**src/wgm_pkg.sv**
```systemverilog
package wgm_pkg;

    // Default pattern capacity in characters.
    localparam int MAX_PATTERN_DEF = 32;

    // Wildcard characters.
    localparam logic [7:0] CH_ONE = 8'h3F;
    localparam logic [7:0] CH_ANY = 8'h2A;

    // Request commands.
    typedef enum logic [1:0] {
        CMD_CLEAR  = 2'd0,
        CMD_APPEND = 2'd1,
        CMD_TEXT   = 2'd2,
        CMD_END    = 2'd3
    } t_cmd;

    // Controls broadcast along the row of pattern cells.
    typedef struct packed {
        logic       load;
        logic [7:0] char_value;
    } t_cell_ctrl;

    // ASCII upper-casing of lower-case letters only.
    function automatic logic [7:0] fold_case(input logic [7:0] c);
        logic [7:0] r;
        r = c;
        if (c >= 8'h61 && c <= 8'h7A) begin
            r = c - 8'h20;
        end
        return r;
    endfunction

endpackage

```
**src/wgm_if.sv**
```systemverilog
// Request channel: one command with its character.
interface wgm_in_if;
    logic       valid;
    logic       ready;
    logic [1:0] cmd;
    logic [7:0] char_value;

    modport source (output valid, output cmd, output char_value, input ready);
    modport sink   (input valid, input cmd, input char_value, output ready);
endinterface

// Result channel: one report per end of word.
interface wgm_out_if;
    logic valid;
    logic ready;
    logic matched;
    logic pattern_overflow;

    modport source (output valid, output matched, output pattern_overflow, input ready);
    modport sink   (input valid, input matched, input pattern_overflow, output ready);
endinterface

```
**src/wgm_cell.sv**
```systemverilog
// One pattern position: holds its character and whether it is active.
module wgm_cell
    import wgm_pkg::*;
#(
    parameter bit IS_FIRST = 1'b0
) (
    input  logic       i_clk,
    input  logic       i_rst_n,
    input  t_cell_ctrl i_ctrl,
    input  logic       i_wr,
    input  logic       i_valid,
    input  logic       i_active_next,
    output logic       o_active,
    output logic       o_star,
    output logic       o_stay,
    output logic       o_adv
);

    logic [7:0] r_char;
    logic       r_active;
    logic       w_is_star;
    logic       w_hit;

    // Pattern character, written only on append at this position.
    always_ff @(posedge i_clk) begin
        if (i_wr) begin
            r_char <= i_ctrl.char_value;
        end
    end

    // Active flag, reloaded with the closed set on every request.
    always_ff @(posedge i_clk) begin
        if (!i_rst_n) begin
            r_active <= IS_FIRST;
        end else if (i_ctrl.load) begin
            r_active <= i_active_next;
        end
    end

    // A star keeps the position; a question mark or an equal letter moves on.
    assign w_is_star = (r_char == CH_ANY);
    assign w_hit     = (r_char == CH_ONE) ||
                       (fold_case(r_char) == fold_case(i_ctrl.char_value));

    assign o_active = r_active;
    assign o_star   = i_valid && w_is_star;
    assign o_stay   = i_valid && r_active && w_is_star;
    assign o_adv    = i_valid && r_active && !w_is_star && w_hit;

endmodule

```
**src/wildcard_glob_matcher_unit.sv**
```systemverilog
// Glob matcher for streamed words. A request either clears the pattern,
// appends one character, feeds one text character or ends the word; only
// the end of a word returns a result, holding the match flag and the
// overflow flag. A new request is taken in every cycle while the result
// register is free or being emptied. The
// pattern sits in a row of MAX_PATTERN cells, each holding one character
// and one active bit; all cells step on a text character at once, and the
// skip-over of star runs is resolved across the row by one carry chain of
// MAX_PATTERN+1 bits, which sets the cycle time. No clearing pass is needed
// after reset.
module wildcard_glob_matcher_unit
    import wgm_pkg::*;
#(
    parameter int MAX_PATTERN = MAX_PATTERN_DEF
) (
    input  logic      i_clk,
    input  logic      i_rst_n,
    wgm_in_if.sink    i_req,
    wgm_out_if.source o_res
);

    localparam int LEN_W = $clog2(MAX_PATTERN + 1);

    logic [LEN_W-1:0]     r_len, n_len;
    logic                 r_ovf, n_ovf;
    logic                 r_act_last;
    logic                 r_out_valid;
    logic                 r_matched;
    logic                 r_out_ovf;

    logic                 w_accept;
    t_cmd                 w_cmd;
    t_cell_ctrl           w_ctrl;
    logic [MAX_PATTERN-1:0] w_wr, w_valid, w_active, w_star, w_stay, w_adv;
    logic [MAX_PATTERN-1:0] w_star_new;
    logic [MAX_PATTERN:0]   w_raw, w_closed, w_act_all;
    logic [MAX_PATTERN:0]   w_ca, w_cb, w_sum, w_carry;

    assign w_cmd    = t_cmd'(i_req.cmd);
    assign i_req.ready = !r_out_valid || o_res.ready;
    assign w_accept = i_req.valid && i_req.ready;

    assign w_ctrl.load       = w_accept;
    assign w_ctrl.char_value = i_req.char_value;

    // Row of pattern cells.
    for (genvar p = 0; p < MAX_PATTERN; p++) begin : g_cell
        assign w_valid[p] = LEN_W'(p) < r_len;
        assign w_wr[p]    = w_accept && (w_cmd == CMD_APPEND) && (r_len == LEN_W'(p));

        wgm_cell #(
            .IS_FIRST (p == 0)
        ) u_cell (
            .i_clk         (i_clk),
            .i_rst_n       (i_rst_n),
            .i_ctrl        (w_ctrl),
            .i_wr          (w_wr[p]),
            .i_valid       (w_valid[p]),
            .i_active_next (w_closed[p]),
            .o_active      (w_active[p]),
            .o_star        (w_star[p]),
            .o_stay        (w_stay[p]),
            .o_adv         (w_adv[p])
        );

        // Star flags of the pattern as it stands after this request.
        assign w_star_new[p] = w_wr[p] ? (i_req.char_value == CH_ANY) : w_star[p];
    end

    assign w_act_all = {r_act_last, w_active};

    // Raw next set and star pattern that the closure works over.
    logic [MAX_PATTERN-1:0] w_star_use;
    always_comb begin
        w_raw      = '0;
        w_raw[0]   = 1'b1;
        w_star_use = w_star;
        unique case (w_cmd)
            CMD_CLEAR: begin
                w_star_use = '0;
            end
            CMD_APPEND: begin
                w_star_use = w_star_new;
            end
            CMD_TEXT: begin
                w_raw = {1'b0, w_stay} | {w_adv, 1'b0};
            end
            CMD_END: begin
                w_star_use = w_star;
            end
            default: begin
                w_star_use = w_star;
            end
        endcase
    end

    // Star runs pass activity forward: a carry with star as propagate and
    // active star as generate.
    assign w_ca     = {1'b0, w_star_use};
    assign w_cb     = {1'b0, w_star_use & w_raw[MAX_PATTERN-1:0]};
    assign w_sum    = w_ca + w_cb;
    assign w_carry  = w_sum ^ w_ca ^ w_cb;
    assign w_closed = w_raw | w_carry;

    // Pattern length and overflow flag.
    always_comb begin
        n_len = r_len;
        n_ovf = r_ovf;
        if (w_accept && w_cmd == CMD_CLEAR) begin
            n_len = '0;
            n_ovf = 1'b0;
        end else if (w_accept && w_cmd == CMD_APPEND) begin
            if (r_len < LEN_W'(MAX_PATTERN)) begin
                n_len = r_len + LEN_W'(1);
            end else begin
                n_ovf = 1'b1;
            end
        end
    end

    always_ff @(posedge i_clk) begin
        if (!i_rst_n) begin
            r_len      <= '0;
            r_ovf      <= 1'b0;
            r_act_last <= (MAX_PATTERN == 0);
        end else begin
            r_len <= n_len;
            r_ovf <= n_ovf;
            if (w_accept) begin
                r_act_last <= w_closed[MAX_PATTERN];
            end
        end
    end

    // Result register.
    always_ff @(posedge i_clk) begin
        if (!i_rst_n) begin
            r_out_valid <= 1'b0;
        end else if (w_accept && w_cmd == CMD_END) begin
            r_out_valid <= 1'b1;
        end else if (o_res.ready) begin
            r_out_valid <= 1'b0;
        end
    end

    always_ff @(posedge i_clk) begin
        if (w_accept && w_cmd == CMD_END) begin
            r_matched <= w_act_all[r_len] && !r_ovf;
            r_out_ovf <= r_ovf;
        end
    end

    assign o_res.valid            = r_out_valid;
    assign o_res.matched          = r_matched;
    assign o_res.pattern_overflow = r_out_ovf;

    // The length never passes the capacity.
    a_len_bound: assert property (@(posedge i_clk) disable iff (!i_rst_n)
        r_len <= LEN_W'(MAX_PATTERN))
        else $error("pattern length beyond capacity");

    // A clear leaves an empty pattern without overflow.
    a_clear: assert property (@(posedge i_clk) disable iff (!i_rst_n)
        (w_accept && w_cmd == CMD_CLEAR) |=> (r_len == '0 && !r_ovf))
        else $error("clear did not empty the pattern");

    // An end of word always produces a result in the next cycle.
    a_end_result: assert property (@(posedge i_clk) disable iff (!i_rst_n)
        (w_accept && w_cmd == CMD_END) |=> r_out_valid)
        else $error("end of word gave no result");

    // An overflowing pattern never reports a match.
    a_ovf_nomatch: assert property (@(posedge i_clk) disable iff (!i_rst_n)
        r_out_valid |-> !(r_matched && r_out_ovf))
        else $error("match reported with overflow");

endmodule
```
**src/flat_wrapper.sv**
```systemverilog
// flat-port wrapper written by rule: the top's interface ports become plain ports
module wildcard_glob_matcher_unit_flat import wgm_pkg::*;
#(
    parameter int MAX_PATTERN = MAX_PATTERN_DEF
)
  (i_clk, i_rst_n, i_req_valid, i_req_cmd, i_req_char_value, i_req_ready, o_res_valid, o_res_matched, o_res_pattern_overflow, o_res_ready);
  wgm_in_if i_req_i ();
  wgm_out_if o_res_i ();
  input  logic i_clk;
  input  logic i_rst_n;
  input wire logic [$bits(i_req_i.valid)-1:0] i_req_valid;
  input wire logic [$bits(i_req_i.cmd)-1:0] i_req_cmd;
  input wire logic [$bits(i_req_i.char_value)-1:0] i_req_char_value;
  output wire logic [$bits(i_req_i.ready)-1:0] i_req_ready;
  output wire logic [$bits(o_res_i.valid)-1:0] o_res_valid;
  output wire logic [$bits(o_res_i.matched)-1:0] o_res_matched;
  output wire logic [$bits(o_res_i.pattern_overflow)-1:0] o_res_pattern_overflow;
  input wire logic [$bits(o_res_i.ready)-1:0] o_res_ready;
  assign i_req_i.valid = i_req_valid;
  assign i_req_i.cmd = i_req_cmd;
  assign i_req_i.char_value = i_req_char_value;
  assign i_req_ready = i_req_i.ready;
  assign o_res_valid = o_res_i.valid;
  assign o_res_matched = o_res_i.matched;
  assign o_res_pattern_overflow = o_res_i.pattern_overflow;
  assign o_res_i.ready = o_res_ready;
  wildcard_glob_matcher_unit #(.MAX_PATTERN(MAX_PATTERN)) u_core (.i_clk(i_clk), .i_rst_n(i_rst_n), .i_req(i_req_i), .o_res(o_res_i));
endmodule
```
**config.mk**
```make
export PLATFORM = sky130hd
export DESIGN_NAME = wildcard_glob_matcher_unit_flat
export DESIGN_NICKNAME = d
export VERILOG_FILES = /design/src/wgm_pkg.sv /design/src/wgm_if.sv /design/src/wgm_cell.sv /design/src/wildcard_glob_matcher_unit.sv /design/src/flat_wrapper.sv
export SDC_FILE = /design/constraint.sdc
export NUM_CORES = 1
export LEC_CHECK = 0
export ABC_AREA = 1
export BUFFER_PORTS_ARGS = -buffer_cell sky130_fd_sc_hd__buf_4
export CAP_MARGIN = 5
export CORE_MARGIN = 2
export CORE_UTILIZATION = 34
export CTS_CLUSTER_SIZE = 16
export DETAILED_ROUTE_END_ITERATION = 7
export PLACE_DENSITY = 0.58
export SETUP_SLACK_MARGIN = 0.4
export SYNTH_ARGS = -nofsm -noshare
export SYNTH_HDL_FRONTEND = slang
export SYNTH_SLANG_ARGS = --single-unit
```
**constraint.sdc**
```tcl
create_clock -name i_clk -period 4.1 [get_ports i_clk]
set_input_delay 0.82 -clock i_clk [delete_from_list [all_inputs] [get_ports i_clk]]
set_output_delay 0.82 -clock i_clk [all_outputs]
set_load 0.005 [all_outputs]
```
==> results_dict.tcl, run 1 <==
set metrics [dict create \
    synth_compound_area_share_pct 10.6 \
    slew_headroom_pct 44.4 \
    grt_overflow 0 \
    nNetsFinal 3564 \
    synth_warnings 0 \
    cts_hold_buf 0 \
    ctsLongestPathBuffers 3 \
    port_buffers 17 \
    fmax_mhz 284 \
    synth-simple-area-share_pct 37.7 \
    tightestPinTransition_ns 0.826 \
    crit_buf_inv 3 \
    post_drt_wl_per_cell_um 18.2 \
    synthAdderAreaFrac_pct 2.00 \
    ys_ff_latch 299 \
    yosysTopAreaCell "edfxtp_1" \
    worstPathCellList "ha_2, buf_4, nand2_1, buf_4, nor2_1, a21boi_0, nor2_1, nand3_1, nand2_1, inv_1, nand2_1, nand2_1, nand2_1, nand2_1, nand2_1, nand2_1, nand2_1, nand3_1, a21oi_1" \
    post_dp_cell_area_sq_mm 0.0251 \
    insertedDiodeCount 0 \
    crit_type "reg -> reg" \
    powerDensity_mw_per_mm2 272 \
    initial_core_util_pct 34.4 \
    fin_cells 4413 \
    synth_mux_area_share_pct 0 \
    clk_latency_ns 0.57 \
    synth.avg_cell_area_sq_um 6.78 \
    fin_skew_ns 0.0243 \
    max_stage_delay_ns 0.55 \
    synth_top_family_by_area "simple AND/OR/NAND/NOR gates" \
    drc 0 \
    netlist_instances 3421 \
    hp-class "reg -> reg" \
    routed_wirelength_um 80200 \
    rsz0062_at_grt "true" \
    drt_iter0_markers 2209 \
    cp_slowest_cell "dfxtp_1" \
    fin_area_sq_mm 0.0262 \
    setup_tns_ns 0 \
    period_share_pct 86.0 \
    grt_pass1_vias 21600 \
    gp_congestion 1.01 \
    critPathArrivalTime_ns 4.01 \
    startpoint_type "flip-flop" \
    vias 23300 \
    path_delay_family "simple AND/OR/NAND/NOR gates" \
    run_status "completed" \
    yosysUniqueCellTypes 62 \
    clk_pin_slew_ns 0.06 \
    ir_drop_mv 0.246 \
    postRouteAntennaNets 0 \
    min_period_ns 3.53 \
    maxCapViolations 0 \
    grt_pass1_wl_um 123000 \
    std_cell_rows 95 \
    dpl.cell_count 4347 \
    cts_setup_buffers 0 \
    synthesis.area_sq_mm 0.0232 \
    p_leak_nw 11.3 \
    ys_seq_area_share_pct 36.9 \
    layout-drive-gt1-share_pct 8.33 \
    setup_violations 0 \
    area_growth_pct 13.1 \
    end_kind "flip-flop" \
    htree_levels 2 \
    clockRootBuffer "clkbuf_16" \
    grt_use_total_pct 22.5 \
    fillCellCount 6987 \
    numCtsBuffers 37 \
    yosysTopAreaCellShare_pct 33.4 \
    antenna_found_initial 1 \
    finalMaxSlewViolations 0 \
    synthFlopType "edfxtp_1" \
    hpwl_um 58100 \
    async_reset_ff_share_pct 0 \
    via_per_inst 5.29 \
    synth.net_count 3472 \
    fp.dieH_um 265 \
    final_cell_mix "1,010 x nand2_1, 416 x inv_1, 401 x nor2_1" \
    grt_max_degree 84 \
    dieArea_sq_mm 0.0703 \
    synth_edf_count 258 \
    core_area_sq_mm 0.0674 \
    cp_common_cell "nand2_1" \
    cts_tree "yes" \
    whs_ns 0.477 \
    mostFrequentLayoutCell "nand2_1" \
    cp_max_fo 7 \
    die-width_um 265 \
    synth_xor_xnor_area_share_pct 3.55 \
    yosys-top-cells-area "edfxtp_1 33%, nand2_1 16%, inv_1 6.8%" \
    cp.required_ns 4.58 \
    num_io_pins 18 \
    drtPass1Iterations 7 \
    cts_num_sinks 299 \
    hold_viol 0 \
]
## area by class of cell
cell class	instances	area, sq um	area share [%]
flip-flops and latches	299	8570	32.7
multi-input cells	2587	12500	47.7
clock buffers	54	1030	3.93
clock inverters	12	92.6	0.353
well taps	873	1090	4.16
repair buffers	145	1260	4.82
inverters	443	1680	6.39
## synthesized netlist by cell type (all sizes together), types with 41 or more instances
master and count:
nand4 78, o21ai 186, xor2 44, nor3 113, edfxtp 258, inv 440, nor2 421, nand3 287
xnor2 50, a21oi 124, buf 53, dfxtp 41, nand2 1045, nor4 43
## report_power, final
| group | leakage, nW | switching, mW | total [mW] | internal, mW |
|---|---|---|---|---|
| registers | 2.66 | 0.0243 | 3.35 | 3.32 |
| logic | 8.08 | 0.475 | 0.676 | 0.200 |
| clock network | 0.544 | 1.31 | 3.12 | 1.81 |
## worst register-to-register path: stages, from the launching register on
cell	delay (ns)
dfxtp_1	0.55
ha_2	0.41
buf_4	0.19
nand2_1	0.21
buf_4	0.26
nor2_1	0.26
a21boi_0	0.22
nor2_1	0.18
nand3_1	0.11
nand2_1	0.10
inv_1	0.04
nand2_1	0.09
nand2_1	0.10
nand2_1	0.11
nand2_1	0.06
nand2_1	0.10
nand2_1	0.13
nand2_1	0.14
nand3_1	0.08
a21oi_1	0.12
## flip-flops by register name (all words and copies together) (netlist names)
register                       cells
u_core.g_cell.u_cell.r_char      256
u_core.g_cell.u_cell.o_active     32
u_core.r_len                       6
u_core.o_res.matched               1
u_core.o_res.pattern_overflow      1
u_core.o_res.valid                 1
u_core.r_act_last                  1
u_core.r_ovf                       1
## logic make-up (layout without fill, tap and decap cells)
kind of cell	Yosys count	after routing
simple gates	2028	2028
xor+xnor	94	94
compound gates	428	428
buf+inv	535	654
flops	299	299
fa+ha+maj	37	37
## timing repair
action,CTS,global route
resized for setup,0,4
endpoints found under the hold margin,0,0
setup endpoints to repair,0,8
## per-stage QoR
stage / total power [mW] / setup WS, ns / utilization [%]
after floorplan: 3.79 / 0.576 / -
after global placement: 4.08 / 0.152 / 37.2
after detailed placement: 4.08 / 0.134 / 37.2
after CTS: 7.21 / 0.561 / 38.9
after global routing: 7.38 / 0.374 / 38.9
final: 7.14 / 0.573 / 38.9
## routing by layer
layer / wire [um] / track usage, % / up-vias
li1: - / - / 11600
met1: 36000 / 30.8 / 10700
met2: 35200 / 36.3 / 906
met3: 6360 / 3.44 / 171
met4: 2690 / 7.63 / 0
met5: 0 / 0 / -
## path summary, 6_finish.rpt
check	startpoint	end	slack, ns	cells past startpoint
max reg2reg	u_core.r_len[1]$_SDFFE_PP0P_	u_core.g_cell[26].u_cell.o_active$_SDFFE_PN0P_	0.57	19
min reg2reg	u_core.r_ovf$_SDFFE_PP0P_	u_core.o_res.pattern_overflow$_DFFE_PP_	0.48	0
max	u_core.r_len[1]$_SDFFE_PP0P_	u_core.g_cell[26].u_cell.o_active$_SDFFE_PN0P_	0.57	19
min	u_core.r_ovf$_SDFFE_PP0P_	u_core.o_res.pattern_overflow$_DFFE_PP_	0.48	0
Note: power is estimated with default switching activity, not from simulation.
==> run 2: changes to the inputs <==
--- a/config.mk
+++ b/config.mk
@@ -13,7 +13,9 @@
 export CTS_CLUSTER_SIZE = 16
 export DETAILED_ROUTE_END_ITERATION = 7
 export PLACE_DENSITY = 0.58
+export REMOVE_ABC_BUFFERS = 1
 export SETUP_SLACK_MARGIN = 0.4
+export SLEW_MARGIN = 25
 export SYNTH_ARGS = -nofsm -noshare
 export SYNTH_HDL_FRONTEND = slang
 export SYNTH_SLANG_ARGS = --single-unit
==> results_dict.tcl, run 2 (synthesis gave the netlist of run 1 again) <==
set metrics [dict create \
    run_status "completed" \
    top_register "u_core.g_cell.u_cell.r_char" \
    fin_skew_ns 0.0240 \
    dpl.cell_count 4342 \
    dieArea_sq_mm 0.0703 \
    period_share_pct 84.2 \
    grt_max_degree 58 \
    area_growth_pct 13.6 \
    worstHoldPathCells 0 \
    largest_register_ffs 256 \
    whs_ns 0.541 \
    post_drt_wl_per_cell_um 18.3 \
    numCtsBuffers 40 \
    finalWorstSetupSlack_ns 0.646 \
    r2r_end "u_core.g_cell[28].u_cell.o_active$_SDFFE_PN0P_" \
    slew_headroom_pct 43.3 \
    routed_wirelength_um 80600 \
    powerDensity_mw_per_mm2 285 \
    fmax_mhz 290 \
    htree_levels 2 \
    via_per_inst 5.24 \
    drc 0 \
    path_delay_family "simple AND/OR/NAND/NOR gates" \
    core_area_sq_mm 0.0674 \
    die-width_um 265 \
    postRouteAntennaNets 0 \
    grt_pass1_vias 21400 \
    max_stage_delay_ns 0.50 \
    cts_tree "yes" \
    maxCapViolations 0 \
    reg2reg_from "u_core.r_len[0]$_SDFFE_PP0P_" \
    hold_viol 0 \
    startpoint_type "flip-flop" \
    cp_common_cell "nand2_1" \
    cts_hold_buf 0 \
    ir_drop_mv 0.304 \
    pre_cts_ws_ns 0.184 \
    fin_cells 4413 \
    end_kind "flip-flop" \
    mostFrequentLayoutCell "nand2_1" \
    setup_violations 0 \
    startpoint "u_core.r_len[0]$_SDFFE_PP0P_" \
    gp_congestion 1.04 \
    drtPass1Iterations 7 \
    min_period_ns 3.45 \
    power_mw 7.51 \
    cts_num_sinks 299 \
    cp_max_fo 11 \
    finalMaxSlewViolations 0 \
    layout-drive-gt1-share_pct 8.59 \
    grt_pass1_wl_um 123000 \
    drt_iter0_markers 2084 \
    clk_latency_ns 0.57 \
    fp.dieH_um 265 \
    crit_buf_inv 3 \
    initial_core_util_pct 34.4 \
    grt_use_total_pct 22.7 \
    critPathArrivalTime_ns 3.95 \
    final_cell_mix "1,011 x nand2_1, 416 x inv_1, 398 x nor2_1" \
    min_from "u_core.r_ovf$_SDFFE_PP0P_" \
    cp_slowest_cell "inv_1" \
    antenna_found_initial 0 \
    hp-class "reg -> reg" \
    rsz0062_at_grt "true" \
    crit_path_end "u_core.g_cell[28].u_cell.o_active$_SDFFE_PN0P_" \
    cts_setup_buffers 0 \
    reg2reg_slack_ns 0.65 \
    num_io_pins 18 \
    std_cell_rows 95 \
    cp.required_ns 4.59 \
    insertedDiodeCount 0 \
    clk_pin_slew_ns 0.06 \
    fin_util_pct 39.1 \
    crit_type "reg -> reg" \
    nNetsFinal 3562 \
    r2r_cells 19 \
    worstPathCellList "clkinv_1, ha_1, inv_1, nor2_1, inv_1, nor2_1, nand2_1, nand3_1, o21ai_1, nand3_1, a21oi_1, a21oi_1, nand2_1, nand3_1, nand2_1, nand2_1, nand2_1, nand2_1, a21oi_1" \
    p_leak_nw 11.3 \
    port_buffers 17 \
    tightestPinTransition_ns 0.843 \
    vias 23100 \
    clockRootBuffer "clkbuf_16" \
    hpwl_um 60300 \
    cts_resized 0 \
    grt_overflow 0 \
    ctsLongestPathBuffers 3 \
    cp_num_cells 19 \
]
-- run 2: changes by cell type in the layout (fill, tap and decap cells not counted), moves of 2 or more --
| cell | change |
|---|---|
| clkbuf_16 | +3 |
| clkbuf_1 | -7 |
| buf_4 | -5 |
| clkinv_2 | +6 |
| clkbuf_8 | -2 |
| nor2_1 | -3 |
| bufinv_16 | +3 |
| clkinvlp_4 | +5 |
| nor2_2 | +3 |
-- run 2: worst min path at each step --
stage	slack, ns	endpoint
floorplan	0.41	u_core.o_res.pattern_overflow$_DFFE_PP_
global placement	0.52	u_core.g_cell[30].u_cell.o_active$_SDFFE_PN0P_
detailed placement	0.53	u_core.g_cell[30].u_cell.o_active$_SDFFE_PN0P_
CTS	0.54	u_core.o_res.pattern_overflow$_DFFE_PP_
global route	0.53	u_core.o_res.pattern_overflow$_DFFE_PP_
finish	0.54	u_core.o_res.pattern_overflow$_DFFE_PP_
-- run 2: per-stage QoR --
stage | TNS, ns | area [sq um]
after detailed placement | 0 | 25100
after CTS | 0 | 26300
after floorplan | -62.80 | 22700
final | 0 | 26300
after global routing | 0 | 26300
after global placement | 0 | 25100
-- run 2: cell type report --
type	instances	area [sq um]
fillers	6984	41100
multi-input cells	2587	12500
flip-flops and latches	299	8570
inverters	443	1680
repair buffers	140	1230
well taps	873	1090
clock buffers	48	1050
clock inverters	23	223
-- run 2: power breakdown --
group          internal [mW]  leakage, nW  switching [mW]
Sequential              3.32         2.66          0.0237
Clock                   2.08        0.616            1.38
Combinational          0.207         8.04           0.496
-- run 2: layer usage --
metal	part of all wire, %	vias to the layer above	global-route usage [%]
met5	0	-	0
met4	3.2	0	7.38
met3	7.1	155	3.22
met2	45	829	36.9
met1	45	10600	30.9
li1	-	11600	-
-- run 2: worst register-to-register path: cells and delay by family, from the launching register on --
kind,cells,cell delay [ns]
simple gates,11,1.12
compound gates,4,0.73
flops,1,0.33
fa+ha+maj,1,0.34
buf+inv,3,0.86
==> run 3: changes to the inputs <==
--- a/config.mk
+++ b/config.mk
@@ -12,7 +12,7 @@
 export CORE_UTILIZATION = 34
 export CTS_CLUSTER_SIZE = 16
 export DETAILED_ROUTE_END_ITERATION = 7
-export PLACE_DENSITY = 0.58
+export PLACE_DENSITY = 0.6
 export REMOVE_ABC_BUFFERS = 1
 export SETUP_SLACK_MARGIN = 0.4
 export SLEW_MARGIN = 25
==> constraint.sdc (replaced) <==
create_clock -name i_clk -period 2.9 [get_ports i_clk]
set_input_delay 0.58 -clock i_clk [delete_from_list [all_inputs] [get_ports i_clk]]
set_output_delay 0.58 -clock i_clk [all_outputs]
set_load 0.005 [all_outputs]
==> results_dict.tcl, run 3 (synthesis gave the netlist of run 1 again) <==
set metrics [dict create \
    layout-drive-gt1-share_pct 25.2 \
    grt_pass1_wl_um 135000 \
    clockRootBuffer "clkbuf_16" \
    cts_hold_buf 0 \
    routed_wirelength_um 89500 \
    ctsLongestPathBuffers 3 \
    post_drt_wl_per_cell_um 18.5 \
    fp.dieH_um 265 \
    finalMaxSlewViolations 0 \
    rsz0062_at_grt "true" \
    cp_max_fo 4 \
    cp.required_ns 3.42 \
    p_leak_nw 13.8 \
    grt_max_degree 39 \
    crit_type "reg -> reg" \
    powerDensity_mw_per_mm2 354 \
    tightestPinTransition_ns 0.723 \
    std_cell_rows 95 \
    p_clk_share_pct 45.3 \
    clk_pin_slew_ns 0.07 \
    vias 25300 \
    grt_pass1_vias 23500 \
    top_register "u_core.g_cell.u_cell.r_char" \
    area_growth_pct 33.8 \
    final_cell_mix "918 x nand2_1, 512 x buf_4, 398 x inv_1" \
    post_dp_cell_area_sq_mm 0.0277 \
    maxCapViolations 0 \
    antenna_found_initial 3 \
    r2r_cells 23 \
    reg2reg_slack_ns 0.07 \
    drtPass1Iterations 5 \
    swShare_pct 26.0 \
    initial_core_util_pct 34.4 \
    fin_area_sq_mm 0.0310 \
    cts_num_sinks 299 \
    drt_iter0_markers 1929 \
    slew_headroom_pct 51.7 \
    grt_use_total_pct 24.9 \
    hp-class "in -> reg" \
    nNetsFinal 3987 \
    mostFrequentLayoutCell "nand2_1" \
    setup_tns_ns 0 \
    port_buffers 17 \
    cts_tree "yes" \
    die-width_um 265 \
    postRouteAntennaNets 0 \
    fin_skew_ns 0.0324 \
    min_period_ns 2.83 \
    via_per_inst 5.23 \
    hpwl_um 67200 \
    core_area_sq_mm 0.0674 \
    startpoint_type "flip-flop" \
    period_share_pct 97.7 \
    end_kind "flip-flop" \
    run_status "completed" \
    dieArea_sq_mm 0.0703 \
    numCtsBuffers 37 \
    worstHoldPathCells 2 \
    internal_power_mw 8.14 \
    drc 0 \
    num_io_pins 18 \
    setup_violations 0 \
    hold_viol 0 \
    critPathArrivalTime_ns 3.35 \
    clk_latency_ns 0.58 \
    p_comb_share_pct 11.7 \
    p_sw_mw 2.86 \
    ir_drop_mv 0.535 \
    fillCellCount 6696 \
    gp_congestion 1.04 \
    p_seq_share_pct 43.0 \
    grt_overflow 0 \
    htree_levels 2 \
    largest_register_ffs 256 \
    fmax_mhz 353 \
]
run 3: worst paths after layout:
check                                              startpoint                                        endpoint
setup / recovery  u_core.g_cell[7].u_cell.r_char[2]$_DFFE_PP_  u_core.g_cell[27].u_cell.o_active$_SDFFE_PN0P_
setup reg to reg  u_core.g_cell[7].u_cell.r_char[2]$_DFFE_PP_  u_core.g_cell[27].u_cell.o_active$_SDFFE_PN0P_
hold reg to reg                     u_core.r_ovf$_SDFFE_PP0P_         u_core.o_res.pattern_overflow$_DFFE_PP_
hold / removal                            i_req_char_value[6]     u_core.g_cell[0].u_cell.r_char[6]$_DFFE_PP_
run 3: through the flow:
step | util (%) | std cells | power [mW] | hold WS (ns) | worst slack (ns)
finish | 46.0 | 4840 | 11.0 | 0.316 | 0.0661
global route | 46.0 | 4839 | 11.3 | 0.316 | -0.198
CTS | 45.1 | 4812 | 11.0 | 0.292 | 0.140
detailed placement | 41.1 | 4687 | 5.95 | 0.500 | -0.615
global placement | 41.1 | 4686 | 5.94 | 0.495 | -1.36
floorplan | - | 3329 | 5.25 | 0.408 | -3.11
run 3: routing by layer:
layer | global-route usage [%] | vias to the layer above | routed length, um
li1 | - | 12400 | -
met1 | 32.7 | 11800 | 38400
met2 | 41.0 | 900 | 40300
met3 | 3.45 | 209 | 6500
met4 | 10.8 | 2 | 4190
met5 | 0 | - | 12
run 3: critical path: stages (launching register included):
cell and delay [ns]:
edfxtp_1 0.44, nor2_2 0.17, nand3_2 0.09, nand3b_1 0.21, nand2_2 0.14, nand2_2 0.10, nand2_4 0.11, nand2_2 0.07
nand2_1 0.05, nor2_1 0.10, nand2_1 0.06, nand2_1 0.05, nand2_1 0.08, nand2_2 0.10, nand2_4 0.09, a21oi_1 0.20
nand2_1 0.08, a21oi_1 0.12, nor2_1 0.06, nand2_2 0.13, nand2_1 0.08, nand2_2 0.07, nand2_1 0.06, a21oi_2 0.11
run 3: what timing repair did:
action	CTS	global route
cloned	3	0
buffers inserted	54	26
setup endpoints to repair	29	32
resized for setup	280	121
pin swaps	63	52
run 3: area by class of cell:
cell class,instances,area [sq um],area share [%]
well taps,873,1090,3.52
inverters,443,1690,5.45
diodes,2,5.00,0.0161
repair buffers,568,4720,15.2
flip-flops and latches,299,8570,27.6
clock buffers,47,1060,3.43
clock inverters,21,231,0.746
multi-input cells,2587,13700,44.0
run 3: power by group through the flow:
| stage | sequential [mW] | combinational [mW] | clock (mW) |
|---|---|---|---|
| 2_1_floorplan | 4.81 | 0.442 | 0 |
| 3_3_place_gp | 4.82 | 1.12 | 0 |
| 3_5_place_dp | 4.82 | 1.13 | 0 |
| 4_1_cts | 4.73 | 1.24 | 5.05 |
| 5_1_grt | 4.73 | 1.36 | 5.21 |
| 6_report | 4.73 | 1.28 | 4.98 |
